--- config.mk ---
export PLATFORM = sky130hd
export DESIGN_NAME = sprite_frame_sequencer_flat
export DESIGN_NICKNAME = d
export VERILOG_FILES = /design/src/sv/sfs_pkg.sv /design/src/sv/sfs_channels.sv /design/src/sv/sfs_norm_div.sv /design/src/sv/sprite_frame_sequencer.sv /design/src/flat_wrapper.sv
export SDC_FILE = /design/constraint.sdc
export NUM_CORES = 2
export LEC_CHECK = 0
export ABC_AREA = 0
export BUFFER_PORTS_ARGS = -buffer_cell sky130_fd_sc_hd__buf_2
export CORE_ASPECT_RATIO = 1.4
export CORE_MARGIN = 1.5
export CORE_UTILIZATION = 40
export DETAILED_ROUTE_END_ITERATION = 12
export PLACE_DENSITY_LB_ADDON = 0.1
export SLEW_MARGIN = 20
export SYNTH_ARGS = -nofsm -noshare
export SYNTH_HDL_FRONTEND = slang
export SYNTH_SLANG_ARGS = --single-unit
export TNS_END_PERCENT = 30
--- constraint.sdc ---
create_clock -name clk -period 9.91 [get_ports clk]
set_input_delay 1.982 -clock clk [delete_from_list [all_inputs] [get_ports clk]]
set_output_delay 1.982 -clock clk [all_outputs]
set_load 0.02 [all_outputs]
--- src/sv/sfs_pkg.sv ---
`timescale 1ns / 1ps
// ---------------------------------------------------------------------------
// sfs_pkg
// Shared types and constants of the sprite frame sequencer.
// ---------------------------------------------------------------------------
package sfs_pkg;

  localparam int FRAMES    = 64;
  localparam int FIDX_W    = $clog2(FRAMES);
  localparam int FCNT_W    = 7;
  localparam int ADV       = 15;
  localparam int STEP_W    = $clog2(ADV + 1);
  localparam int TOTAL_W   = 22;
  localparam int NT_W      = 16;
  localparam int DEN_W     = TOTAL_W + 8;

  localparam logic [2:0] OP_TICK   = 3'd0;
  localparam logic [2:0] OP_PLAY   = 3'd1;
  localparam logic [2:0] OP_STOP   = 3'd2;
  localparam logic [2:0] OP_PAUSE  = 3'd3;
  localparam logic [2:0] OP_RESUME = 3'd4;
  localparam logic [2:0] OP_LOAD   = 3'd5;

  localparam logic [1:0] MODE_ONCE  = 2'd0;
  localparam logic [1:0] MODE_LOOP  = 2'd1;
  localparam logic [1:0] MODE_PPONG = 2'd2;
  localparam logic [1:0] MODE_CLAMP = 2'd3;

  localparam logic [1:0] CFG_MODE  = 2'd0;
  localparam logic [1:0] CFG_SPEED = 2'd1;
  localparam logic [1:0] CFG_COUNT = 2'd2;

  localparam logic KIND_STATUS = 1'b0;
  localparam logic KIND_EVENT  = 1'b1;

  typedef struct packed {
    logic [2:0]  op;
    logic [15:0] delta_time;
    logic        restart;
    logic [5:0]  load_index;
    logic [15:0] load_duration;
    logic [7:0]  load_event;
  } in_item_t;

  typedef struct packed {
    logic        kind;
    logic [7:0]  event_id;
    logic [5:0]  frame_index;
    logic [15:0] normalized_time;
    logic        playing;
    logic        paused;
    logic        finished;
    logic        reversing;
    logic        last;
  } out_item_t;

  typedef struct packed {
    logic [1:0]  index;
    logic [15:0] value;
  } cfg_item_t;

  typedef struct packed {
    logic playing;
    logic paused;
    logic finished;
    logic reversing;
  } run_flags_t;

endpackage

--- src/sv/sfs_channels.sv ---
`timescale 1ns / 1ps
// ---------------------------------------------------------------------------
// sfs channels
// Valid/ready channel interfaces for items, results and register writes.
// ---------------------------------------------------------------------------
interface sfs_in_if;
  logic              valid;
  logic              ready;
  sfs_pkg::in_item_t data;
  modport source (output valid, output data, input ready);
  modport sink   (input valid, input data, output ready);
endinterface

interface sfs_out_if;
  logic               valid;
  logic               ready;
  sfs_pkg::out_item_t data;
  modport source (output valid, output data, input ready);
  modport sink   (input valid, input data, output ready);
endinterface

interface sfs_cfg_if;
  logic               valid;
  logic               ready;
  sfs_pkg::cfg_item_t data;
  modport source (output valid, output data, input ready);
  modport sink   (input valid, input data, output ready);
endinterface

--- src/sv/sfs_norm_div.sv ---
`timescale 1ns / 1ps
// ---------------------------------------------------------------------------
// sfs_norm_div
// Restoring divider, one quotient bit per cycle, for normalized time.
// ---------------------------------------------------------------------------
module sfs_norm_div (
  input  logic                       clk,
  input  logic                       rst_n,
  input  logic                       start,
  input  logic [sfs_pkg::DEN_W-1:0]  num,
  input  logic [sfs_pkg::DEN_W-1:0]  den,
  output logic                       done,
  output logic [sfs_pkg::NT_W-1:0]   quo
);

  localparam int CNT_W = $clog2(sfs_pkg::NT_W + 1);

  logic [sfs_pkg::DEN_W-1:0] rem_r;
  logic [sfs_pkg::DEN_W-1:0] den_r;
  logic [sfs_pkg::NT_W-1:0]  quo_r;
  logic [CNT_W-1:0]          cnt_r;
  logic                      done_r;
  logic [sfs_pkg::DEN_W:0]   trial;
  logic                      ge;

  // num < den on entry, so the partial remainder stays below den
  assign trial = {rem_r, 1'b0};
  assign ge    = trial >= {1'b0, den_r};

  always_ff @(posedge clk) begin
    if (!rst_n) begin
      cnt_r  <= '0;
      done_r <= 1'b0;
    end else begin
      done_r <= 1'b0;
      if (start) begin
        rem_r <= num;
        den_r <= den;
        cnt_r <= CNT_W'(sfs_pkg::NT_W);
      end else if (cnt_r != '0) begin
        rem_r <= ge ? sfs_pkg::DEN_W'(trial - {1'b0, den_r}) : trial[sfs_pkg::DEN_W-1:0];
        quo_r <= {quo_r[sfs_pkg::NT_W-2:0], ge};
        cnt_r <= cnt_r - CNT_W'(1);
        if (cnt_r == CNT_W'(1)) begin
          done_r <= 1'b1;
        end
      end
    end
  end

  assign done = done_r;
  assign quo  = quo_r;

endmodule

--- src/sv/sprite_frame_sequencer.sv ---
`timescale 1ns / 1ps
// ---------------------------------------------------------------------------
// sprite_frame_sequencer
// Frame table walker with play modes, frame events and normalized time.
// ---------------------------------------------------------------------------
// One item is handled at a time. A tick passes at most 15 frames, each with
// a frame table read and then an evaluate, then does the start-time read and
// the bit-serial normalized-time divide; result words go out one per cycle
// while the output is not stalled. A load item and a frame_count write run
// a sweep over the frame table that rebuilds the start times; other control
// items go on to the start-time read. The frame table and the start-time
// table are simple dual-port memories with registered read data. A register
// write takes priority over an input item offered in the same cycle.
module sprite_frame_sequencer (
  input  logic            clk,
  input  logic            rst_n,
  sfs_in_if.sink          in_ch,
  sfs_out_if.source       out_ch,
  sfs_cfg_if.sink         cfg_ch
);

  localparam logic [3:0] S_IDLE  = 4'd0;
  localparam logic [3:0] S_REB   = 4'd1;
  localparam logic [3:0] S_TADD  = 4'd2;
  localparam logic [3:0] S_WRD   = 4'd3;
  localparam logic [3:0] S_WEV   = 4'd4;
  localparam logic [3:0] S_NRD   = 4'd5;
  localparam logic [3:0] S_NCALC = 4'd6;
  localparam logic [3:0] S_NDIV  = 4'd7;
  localparam logic [3:0] S_EMIT  = 4'd8;

  localparam int FI = sfs_pkg::FIDX_W;
  localparam int FC = sfs_pkg::FCNT_W;
  localparam int TW = sfs_pkg::TOTAL_W;
  localparam int SW = sfs_pkg::STEP_W;

  logic [3:0]            state_r;
  logic [1:0]            mode_r;
  logic [15:0]           speed_r;
  logic [FC-1:0]         fcnt_r;
  logic [TW-1:0]         total_r;
  logic [TW-1:0]         acc_r;
  logic [31:0]           timer_r;
  logic [31:0]           dt_r;
  logic [FI-1:0]         cf_r;
  sfs_pkg::run_flags_t   flags_r;
  logic [FC-1:0]         reb_cnt_r;
  logic                  reb_pv_r;
  logic [FI-1:0]         reb_pidx_r;
  logic                  reb_item_r;
  logic [SW-1:0]         steps_r;
  logic [7:0]            evq_r [sfs_pkg::ADV];
  logic [SW-1:0]         evn_r;
  logic [SW-1:0]         eptr_r;
  logic [15:0]           nt_r;
  logic                  out_v_r;
  sfs_pkg::out_item_t    out_r;

  logic [23:0]           dur_mem [sfs_pkg::FRAMES];
  logic [TW-1:0]         st_mem  [sfs_pkg::FRAMES];
  logic [23:0]           dm_rd_r;
  logic [TW-1:0]         st_rd_r;

  logic                  in_acc;
  logic                  cfg_acc;
  logic [FC-1:0]         n_act;
  logic [FI-1:0]         rd_addr;
  logic [23:0]           dlen;
  logic [7:0]            cur_ev;
  logic [32:0]           tsum;
  logic [SW-1:0]         steps_n;
  logic [FC-1:0]         cf_ext;
  logic [32:0]           num_full;
  logic [sfs_pkg::DEN_W-1:0] den;
  logic                  div_start;
  logic                  div_done;
  logic [15:0]           div_q;

  assign in_ch.ready  = (state_r == S_IDLE) && !cfg_ch.valid;
  assign cfg_ch.ready = (state_r == S_IDLE);
  assign in_acc  = in_ch.valid && in_ch.ready;
  assign cfg_acc = cfg_ch.valid && cfg_ch.ready;

  assign n_act   = (fcnt_r > FC'(sfs_pkg::FRAMES)) ? FC'(sfs_pkg::FRAMES) : fcnt_r;
  assign rd_addr = (state_r == S_REB) ? reb_cnt_r[FI-1:0] : cf_r;
  assign dlen    = {dm_rd_r[15:0], 8'd0};
  assign cur_ev  = dm_rd_r[23:16];
  assign tsum    = {1'b0, timer_r} + {1'b0, dt_r};
  assign steps_n = steps_r + SW'(1);
  assign cf_ext  = FC'(cf_r);
  assign num_full = {3'd0, st_rd_r, 8'd0} + {1'b0, timer_r};
  assign den      = {total_r, 8'd0};
  assign div_start = (state_r == S_NCALC) && (total_r != '0) && (cf_ext < n_act)
                     && (num_full < {3'd0, den});

  // frame table: {event, duration}
  always_ff @(posedge clk) begin
    if (in_acc && in_ch.data.op == sfs_pkg::OP_LOAD) begin
      dur_mem[in_ch.data.load_index] <= {in_ch.data.load_event, in_ch.data.load_duration};
    end
    dm_rd_r <= dur_mem[rd_addr];
  end

  always_ff @(posedge clk) begin
    if (reb_pv_r) begin
      st_mem[reb_pidx_r] <= acc_r;
    end
    st_rd_r <= st_mem[cf_r];
  end

  sfs_norm_div u_div (
    .clk   (clk),
    .rst_n (rst_n),
    .start (div_start),
    .num   (num_full[sfs_pkg::DEN_W-1:0]),
    .den   (den),
    .done  (div_done),
    .quo   (div_q)
  );

  always_ff @(posedge clk) begin
    if (!rst_n) begin
      state_r   <= S_IDLE;
      mode_r    <= sfs_pkg::MODE_LOOP;
      speed_r   <= 16'd256;
      fcnt_r    <= '0;
      total_r   <= '0;
      timer_r   <= '0;
      cf_r      <= '0;
      flags_r   <= '{playing: 1'b0, paused: 1'b0, finished: 1'b1, reversing: 1'b0};
      reb_pv_r  <= 1'b0;
      reb_cnt_r <= '0;
      evn_r     <= '0;
      eptr_r    <= '0;
      out_v_r   <= 1'b0;
    end else begin
      if (out_ch.ready) begin
        out_v_r <= 1'b0;
      end
      case (state_r)
        S_IDLE: begin
          if (cfg_acc) begin
            case (cfg_ch.data.index)
              sfs_pkg::CFG_MODE:  mode_r  <= cfg_ch.data.value[1:0];
              sfs_pkg::CFG_SPEED: speed_r <= cfg_ch.data.value;
              sfs_pkg::CFG_COUNT: begin
                fcnt_r     <= cfg_ch.data.value[FC-1:0];
                reb_cnt_r  <= '0;
                acc_r      <= '0;
                reb_item_r <= 1'b0;
                state_r    <= S_REB;
              end
              default: ;
            endcase
          end else if (in_acc) begin
            evn_r   <= '0;
            eptr_r  <= '0;
            state_r <= S_NRD;
            case (in_ch.data.op)
              sfs_pkg::OP_TICK: begin
                if (flags_r.playing && !flags_r.paused && !flags_r.finished
                    && n_act != '0) begin
                  if (cf_ext >= n_act) begin
                    cf_r <= FI'(n_act - FC'(1));
                  end
                  dt_r    <= 32'(in_ch.data.delta_time) * 32'(speed_r);
                  steps_r <= '0;
                  state_r <= S_TADD;
                end
              end
              sfs_pkg::OP_PLAY: begin
                if (!(flags_r.playing && !in_ch.data.restart)) begin
                  cf_r    <= '0;
                  timer_r <= '0;
                  flags_r <= '{playing: 1'b1, paused: 1'b0, finished: 1'b0,
                               reversing: 1'b0};
                end
              end
              sfs_pkg::OP_STOP: begin
                flags_r.playing  <= 1'b0;
                flags_r.paused   <= 1'b0;
                flags_r.finished <= 1'b1;
                cf_r    <= '0;
                timer_r <= '0;
              end
              sfs_pkg::OP_PAUSE:  flags_r.paused <= 1'b1;
              sfs_pkg::OP_RESUME: flags_r.paused <= 1'b0;
              sfs_pkg::OP_LOAD: begin
                reb_cnt_r  <= '0;
                acc_r      <= '0;
                reb_item_r <= 1'b1;
                state_r    <= S_REB;
              end
              default: ;
            endcase
          end
        end
        S_REB: begin
          // sweep the table: issue a read, then store the running start time
          if (reb_cnt_r < FC'(sfs_pkg::FRAMES)) begin
            reb_cnt_r <= reb_cnt_r + FC'(1);
          end
          reb_pv_r   <= reb_cnt_r < FC'(sfs_pkg::FRAMES);
          reb_pidx_r <= reb_cnt_r[FI-1:0];
          if (reb_pv_r && FC'(reb_pidx_r) < n_act) begin
            acc_r <= acc_r + TW'(dm_rd_r[15:0]);
          end
          if (reb_cnt_r == FC'(sfs_pkg::FRAMES) && !reb_pv_r) begin
            total_r <= acc_r;
            state_r <= reb_item_r ? S_NRD : S_IDLE;
          end
        end
        S_TADD: begin
          timer_r <= tsum[32] ? 32'hFFFF_FFFF : tsum[31:0];
          state_r <= S_WRD;
        end
        S_WRD: state_r <= S_WEV;
        S_WEV: begin
          if (dlen == '0) begin
            timer_r <= '0;
            state_r <= S_NRD;
          end else if (timer_r < 32'(dlen)) begin
            state_r <= S_NRD;
          end else begin
            timer_r <= timer_r - 32'(dlen);
            if (cur_ev != '0) begin
              evq_r[evn_r] <= cur_ev;
              evn_r        <= evn_r + SW'(1);
            end
            steps_r <= steps_n;
            state_r <= (steps_n == SW'(sfs_pkg::ADV)) ? S_NRD : S_WRD;
            if (flags_r.reversing ? (cf_r == '0) : (cf_ext + FC'(1) >= n_act)) begin
              case (mode_r)
                sfs_pkg::MODE_ONCE: begin
                  flags_r.playing  <= 1'b0;
                  flags_r.paused   <= 1'b0;
                  flags_r.finished <= 1'b1;
                  cf_r    <= '0;
                  timer_r <= '0;
                  state_r <= S_NRD;
                end
                sfs_pkg::MODE_LOOP: begin
                  cf_r <= flags_r.reversing ? FI'(n_act - FC'(1)) : '0;
                end
                sfs_pkg::MODE_PPONG: begin
                  flags_r.reversing <= !flags_r.reversing;
                  if (flags_r.reversing) begin
                    cf_r <= (n_act > FC'(1)) ? FI'(1) : '0;
                  end else begin
                    cf_r <= (n_act > FC'(2)) ? FI'(n_act - FC'(2)) : '0;
                  end
                end
                default: begin
                  // clamp: hold at the end reached
                  cf_r <= flags_r.reversing ? '0 : FI'(n_act - FC'(1));
                  flags_r.finished <= 1'b1;
                  timer_r <= '0;
                  state_r <= S_NRD;
                end
              endcase
            end else begin
              cf_r <= flags_r.reversing ? cf_r - FI'(1) : cf_r + FI'(1);
            end
          end
        end
        S_NRD: state_r <= S_NCALC;
        S_NCALC: begin
          if (div_start) begin
            state_r <= S_NDIV;
          end else begin
            nt_r    <= (total_r == '0 || cf_ext >= n_act) ? 16'd0 : 16'hFFFF;
            state_r <= S_EMIT;
          end
        end
        S_NDIV: begin
          if (div_done) begin
            nt_r    <= div_q;
            state_r <= S_EMIT;
          end
        end
        S_EMIT: begin
          if (!out_v_r || out_ch.ready) begin
            out_v_r                   <= 1'b1;
            out_r.frame_index         <= cf_r;
            out_r.normalized_time     <= nt_r;
            out_r.playing             <= flags_r.playing;
            out_r.paused              <= flags_r.paused;
            out_r.finished            <= flags_r.finished;
            out_r.reversing           <= flags_r.reversing;
            if (eptr_r < evn_r) begin
              out_r.kind     <= sfs_pkg::KIND_EVENT;
              out_r.event_id <= evq_r[eptr_r];
              out_r.last     <= 1'b0;
              eptr_r         <= eptr_r + SW'(1);
            end else begin
              out_r.kind     <= sfs_pkg::KIND_STATUS;
              out_r.event_id <= '0;
              out_r.last     <= 1'b1;
              state_r        <= S_IDLE;
            end
          end
        end
        default: state_r <= S_IDLE;
      endcase
    end
  end

  assign out_ch.valid = out_v_r;
  assign out_ch.data  = out_r;

endmodule

--- src/flat_wrapper.sv ---
// flat-port wrapper written by rule: the top's interface ports become plain ports
module sprite_frame_sequencer_flat 
  (clk, rst_n, in_ch_valid, in_ch_data, in_ch_ready, out_ch_valid, out_ch_data, out_ch_ready, cfg_ch_valid, cfg_ch_data, cfg_ch_ready);
  sfs_in_if in_ch_i ();
  sfs_out_if out_ch_i ();
  sfs_cfg_if cfg_ch_i ();
  input  logic clk;
  input  logic rst_n;
  input wire logic [$bits(in_ch_i.valid)-1:0] in_ch_valid;
  input wire logic [$bits(in_ch_i.data)-1:0] in_ch_data;
  output wire logic [$bits(in_ch_i.ready)-1:0] in_ch_ready;
  output wire logic [$bits(out_ch_i.valid)-1:0] out_ch_valid;
  output wire logic [$bits(out_ch_i.data)-1:0] out_ch_data;
  input wire logic [$bits(out_ch_i.ready)-1:0] out_ch_ready;
  input wire logic [$bits(cfg_ch_i.valid)-1:0] cfg_ch_valid;
  input wire logic [$bits(cfg_ch_i.data)-1:0] cfg_ch_data;
  output wire logic [$bits(cfg_ch_i.ready)-1:0] cfg_ch_ready;
  assign in_ch_i.valid = in_ch_valid;
  assign in_ch_i.data = in_ch_data;
  assign in_ch_ready = in_ch_i.ready;
  assign out_ch_valid = out_ch_i.valid;
  assign out_ch_data = out_ch_i.data;
  assign out_ch_i.ready = out_ch_ready;
  assign cfg_ch_i.valid = cfg_ch_valid;
  assign cfg_ch_i.data = cfg_ch_data;
  assign cfg_ch_ready = cfg_ch_i.ready;
  sprite_frame_sequencer u_core (.clk(clk), .rst_n(rst_n), .in_ch(in_ch_i), .out_ch(out_ch_i), .cfg_ch(cfg_ch_i));
endmodule
== After elaboration in Yosys (flattened, before gate mapping) ==
Memories as Yosys holds them, arrays and structs flattened. A register that Yosys moved wholly into a read port is not among the register bits.
Index checks and enable logic that the tools add are counted.

* Register bits after elaboration: 301
* Memory bits (writable): 3064
* Input port bits: 73
* Output and inout bits: 39
* Word-level logic and storage cells: 313
* Memories kept: 3

* Add/sub/neg operators: 15
* Multiply operators: 1
* Magnitude comparators: 12
* Equal/unequal tests: 52
* Mux-type cells: 120
* Bitwise logic cells: 4
* Reduce and logical (&&, ||, !) cells: 69

{| class="wikitable"
|+ Memories
! memory !! words !! width !! rd ports !! clocked after Yosys merged registers in !! write ports !! RTL line !! RTL
|-
| u_core.dur_mem || 64 || 24 || 1 || 1 || 1 || sprite_frame_sequencer.sv:59 || <nowiki>logic [23:0] dur_mem [sfs_pkg::FRAMES];</nowiki>
|-
| u_core.st_mem || 64 || 22 || 1 || 1 || 1 || sprite_frame_sequencer.sv:60 || <nowiki>logic [TW-1:0] st_mem [sfs_pkg::FRAMES];</nowiki>
|-
| u_core.evq_r || 15 || 8 || 1 || 1 || 1 || sprite_frame_sequencer.sv:52 || <nowiki>logic [7:0] evq_r [sfs_pkg::ADV];</nowiki>
|}

{| class="wikitable"
|+ Operators with widths
! operator !! count
|-
| $mux W32 || 8
|-
| $mux W4 || 33
|-
| $mux W22 || 5
|-
| $pmux W32 S3 || 1
|-
| $mux W30 || 3
|-
| $mux W6 || 14
|-
| $pmux W32 S2 || 1
|-
| $mux W16 || 3
|-
| $reduce_and A9 Y1 || 5
|-
| $pmux W22 S2 || 1
|-
| $mux W7 || 6
|-
| $pmux W4 S2 || 5
|-
| $ne A2 B2 Y1 const B || 18
|-
| $pmux W4 S9 || 1
|-
| $pmux W6 S3 || 2
|-
| $add A30 B32 Y33 || 1
|-
| $add A32 B32 Y33 || 1
|-
| $lt A33 B30 Y1 || 1
|-
| $lt A32 B24 Y1 || 1
|-
| $mul A16 B16 Y32 || 1
|-
| $pmux W16 S2 || 1
|-
| $sub A32 B24 Y32 || 1
|-
| $ge A31 B30 Y1 || 1
|-
| $reduce_and A6 Y1 || 5
|-
| other kinds (64) || 154
|}

== Longest topological paths before layout ==
* Word-level depth: 10
* Depth in mapped cells: 25
* Depth with buffers taken out: 23

== Modules after synthesis ==
From an unflattened synthesis, not the netlist that was laid out.

* Cells, all modules: 8284
* Area, all modules: 146739.5 um^2

{| class="wikitable"
|+ By module, submodules not included
! module !! instances !! cells each !! area each (um^2) !! seq. area each (um^2)
|-
| sprite_frame_sequencer || 1 || 7817 || 141756.0 || 98724.7
|-
| sfs_norm_div || 1 || 467 || 4983.5 || 2402.3
|}

== Worst setup path after synthesis ==
No wires, ideal clock.

* Path kind: input to register
* Start: input port in_ch_data[42]
* End: register u_core.dt_r[30] (data pin)
* Setup time: 262 ps
* Arrival time: 7470 ps
* Data required time: 9648 ps
* Path slack: 2178 ps
* Stages on the path: 22
* Buffers on the path: 1
* Cell sequence: clkbuf_1 -> nand2_1 -> fa_1 -> fa_1 -> fa_1 -> inv_1 -> fa_1 -> fa_1 -> inv_1 -> fa_1 -> inv_1 -> ha_1 -> a21o_1 -> a21oi_1 -> o21ai_0 -> o2bb2ai_1 -> a31o_2 -> o211ai_1 -> nand2_1 -> a221oi_1 -> a21oi_1 -> xor2_1

* Word-level cells in the longest chain between the ends: 1

{| class="wikitable"
|+ RTL lines
! element !! RTL line !! RTL
|-
| start: declaration || flat_wrapper.sv:10 || <nowiki>input wire logic [$bits(in_ch_i.data)-1:0] in_ch_data;</nowiki>
|-
| $mul A16 B16 Y32 || sprite_frame_sequencer.sv:166 || <nowiki>dt_r <= 32'(in_ch.data.delta_time) * 32'(speed_r);</nowiki>
|-
| end signal: assignment || sprite_frame_sequencer.sv:166 ||
|-
| end: declaration || sprite_frame_sequencer.sv:44 || <nowiki>logic [31:0] dt_r;</nowiki>
|}

No other way between the ends.
A chain may end at the register's enable or synchronous reset.

== Worst setup path after layout ==
* Start: input port in_ch_data[41]
* End: register u_core.dt_r[30] (data pin)

Same word-level chain as after synthesis.

==> results.md <==
* Status: complete, no violations
* Clock-pin slew on the worst setup and hold paths at roughly 0.060 ns
* CTS Hold Buffers Added at 0
* Total Neg Setup Slack at 0 ns
* Final ANT Viol Nets at 0
* Die W at around 500 microns
* Peak Freq at between 100 and 150 MHz
* Share of total power in sequential cells at 0.474
* I/O pin cnt at 112
* EDFF count, synth at 3249
* Syn. warnings at 0
* Startpoint types: primary input
* Clk_lat worst skew at a little under 1 ns
* Bufs on Longest Clock Path at 4
* Synth unique cells at 82
* Worst-Margin Slew at between 1 and 1.5 ns
* CTS sink count at 3415
* Combinational Power Share at 0.161
* Clock skew at 0.1284 ns
* Drt pass-1 iters at 6
* Gr usage total at 0.2202
* Num CTS Buffers at 348
* Post-synthesis cell area at roughly 150000 sq um
* CTS tree: built
* Syn Area/Cell at approximately 18 sq um
* Internal power at between 20000 and 30000 uW
* Ranking of synthesized cells by area: edfxtp_1 (67%), mux4_2 (14%), fa_1 (2.8%)
* Asr flop ratio synth at 0
* Slowest stage delay, CP at 0.55 ns
* Pleak at between 0.05 and 0.06 uW
* First-pass GRT wire length at 580.8 mm
* Leading cell type in the layout, fill and taps excluded: edfxtp_1
* Postcts setup bufs at 0
* Die height at between 700 and 800 microns
* Initial antenna violation count at 17
* Final #Nets at just under 9000
* Number of synthesized register bits at approximately 3400
* Final wirelength at just over 400 mm
* Critical Path Slowest Stage Cell: fa_1
* Sw frac at 0.2677
* Cells after Synth at roughly 8000
* Die area at roughly 370000 sq um
* Initial DRC Count at ~6600
* Sequential share of the synthesized area at 0.6945
* Crit path DAT at 8.19 ns
* Root Driver: clkbuf_16
* Slew HR at 0.08980
* Pin count of the biggest net entering global routing at around 110
* Final Max Slew Viols at 0
* Synthesized Nets at approximately 8600
* Post-synth top flop: edfxtp_1
* CP required at 10.53 ns
* Layout cells sized above 1 at 0.2230
* Drt wl/cell at slightly above 30 microns
* Power density over the cells at ~220 nW/um^2
* Vias in the first global route at 79410
* CP dominant cell by count: fa_1
* Number of remaining DRC errors at 0
* H-Tree Depth at 5
* Period utilisation layout at 0.7643
* GPL Wtd Cong at just over 0.8
* Hpwl dp at roughly 240 mm
* Max cap viols at 0
* Total gr overflow at 0
* Synth area leader: edfxtp_1
* Tmin final at between 7 and 8 ns
* CP delay by family, top: adder cells
* Worst Setup End Kind: flop
* Pre-CTS setup slack at between 1 and 1.5 ns
* Post-CTS sizing at 0
* Bufs and invs on worst path at 4
* Most frequent cells in the layout: edfxtp_1 (3249), mux4_2 (878), nand2_1 (568), clkbuf_16 (354), inv_1 (334)
* Synth top area share at 0.6717
* Clock network power share at 0.365
* Hold Fails Final Rpt at 0
* Final setup vio count at 0
* Via count at approximately 75000
* Row cnt at 261
* Starting Density at 0.4022
* Synth-to-Final Area Change at 12.84%
* Final core utilization at 0.4538
* Hold WC Path Type: reg2reg
* Switching power at ~9500 uW
* Crit path cell chain: buf_2 > nand2_1 > fa_1 > fa_1 > fa_1 > inv_1 > fa_1 > fa_1 > inv_1 > fa_1 > inv_1 > ha_1 > a21o_1 > a21oi_1 > o21ai_0 > o2bb2ai_1 > a31o_2 > o211ai_1 > nand2_1 > a221oi_1 > a21oi_1 > xor2_1
* PnR worst setup slack at 2.336 ns
* RSZ-0062 raised after global routing: false
* Crit path kind: in2reg
* Vias per inst at between 5 and 6
* Core Area at 361200 sq um
* Critical path fanouts, max at 16
* Worst VDD drop at around 160 uV
* PortBufs at about 110
## sequential cells by signal, summed over array words and instances, names as in the netlist, 24 cells and up, named ones only
name and flops:
u_core.dm_rd_r 24, u_core.st_mem 1408, u_core.timer_r 32, u_core.u_div.rem_r 30
u_core.dt_r 32, u_core.evq_r 120, u_core.dur_mem 1536, u_core.out_ch.data 36
## layout make-up
type	instances	area, sq um
Timing Repair Buffer	379	2725
Fill cell	31000	197300
Multi-Input combinational cell	3876	42090
Sequential cell	3415	100900
Inverter	336	1262
Antenna cell	7	17.52
Clock inverter	181	1727
Tap cell	4734	5923
Clock buffer	438	9254
## cells by family (layout without fill, tap and decap cells)
group | after synthesis | after routing | share of synthesized area
flip-flops | 3415 | 3415 | 0.6945
buffers and inverters | 729 | 1334 | 0.01939
adder cells (fa/ha/maj) | 482 | 482 | 0.05185
multiplexers | 921 | 921 | 0.1392
AO/OA/AOI/OAI | 940 | 940 | 0.04171
AND/OR/NAND/NOR | 1388 | 1388 | 0.04458
other | 0 | 7 | 0
XOR/XNOR | 145 | 145 | 0.008743
## power groups by stage
| stage | sequential (uW) | clock, uW | combinational (uW) |
|---|---|---|---|
| floorplan | 16900 | 0 | 3740 |
| finish | 16800 | 12900 | 5700 |
| CTS | 16800 | 13300 | 5820 |
| global route | 16800 | 13700 | 6210 |
| global placement | 17100 | 0 | 5740 |
| detailed placement | 17100 | 0 | 5790 |
## metal layers
layer	vias up	GRT usage	routed length, microns
met3	522	0.02224	14780
met2	1782	0.4018	216300
met4	6	0.07089	13830
met5	-	0	42
li1	32400	-	-
met1	40720	0.2731	160900
## Yosys cell counts, types with 145 or more instances
library cell,number
a21oi_1,290
ha_1,282
clkbuf_1,273
o21ai_0,145
dfxtp_1,166
edfxtp_1,3249
nor2_1,308
nand2_1,570
fa_1,200
mux4_2,878
inv_1,334
and2_1,224
## worst paths after layout
| path | start | to | slack (ns) | cells after the start |
|---|---|---|---|---|
| max | in_ch_data[41] | u_core.dt_r[30] | 2.34 | 22 |
| min | u_core.nt_r[14] | u_core.out_ch.data[19] | 0.42 | 0 |
| max reg2reg | u_core.speed_r[1] | u_core.dt_r[30] | 2.81 | 21 |
| min reg2reg | u_core.nt_r[14] | u_core.out_ch.data[19] | 0.42 | 0 |
## stage by stage
stage / cells / hold WS, ns / total power, uW / cell area [sq um]
6_report: 13370 / 0.4182 / 35420 / 163900
4_1_cts: 13360 / 0.4209 / 35860 / 163900
3_5_place_dp: 12740 / 0.4057 / 22880 / 152900
2_1_floorplan: 8020 / 0.4003 / 20660 / 145300
3_3_place_gp: 12740 / 0.4028 / 22820 / 152900
5_1_grt: 13360 / 0.4286 / 36760 / 163900
(Power assumes the default switching activity.)
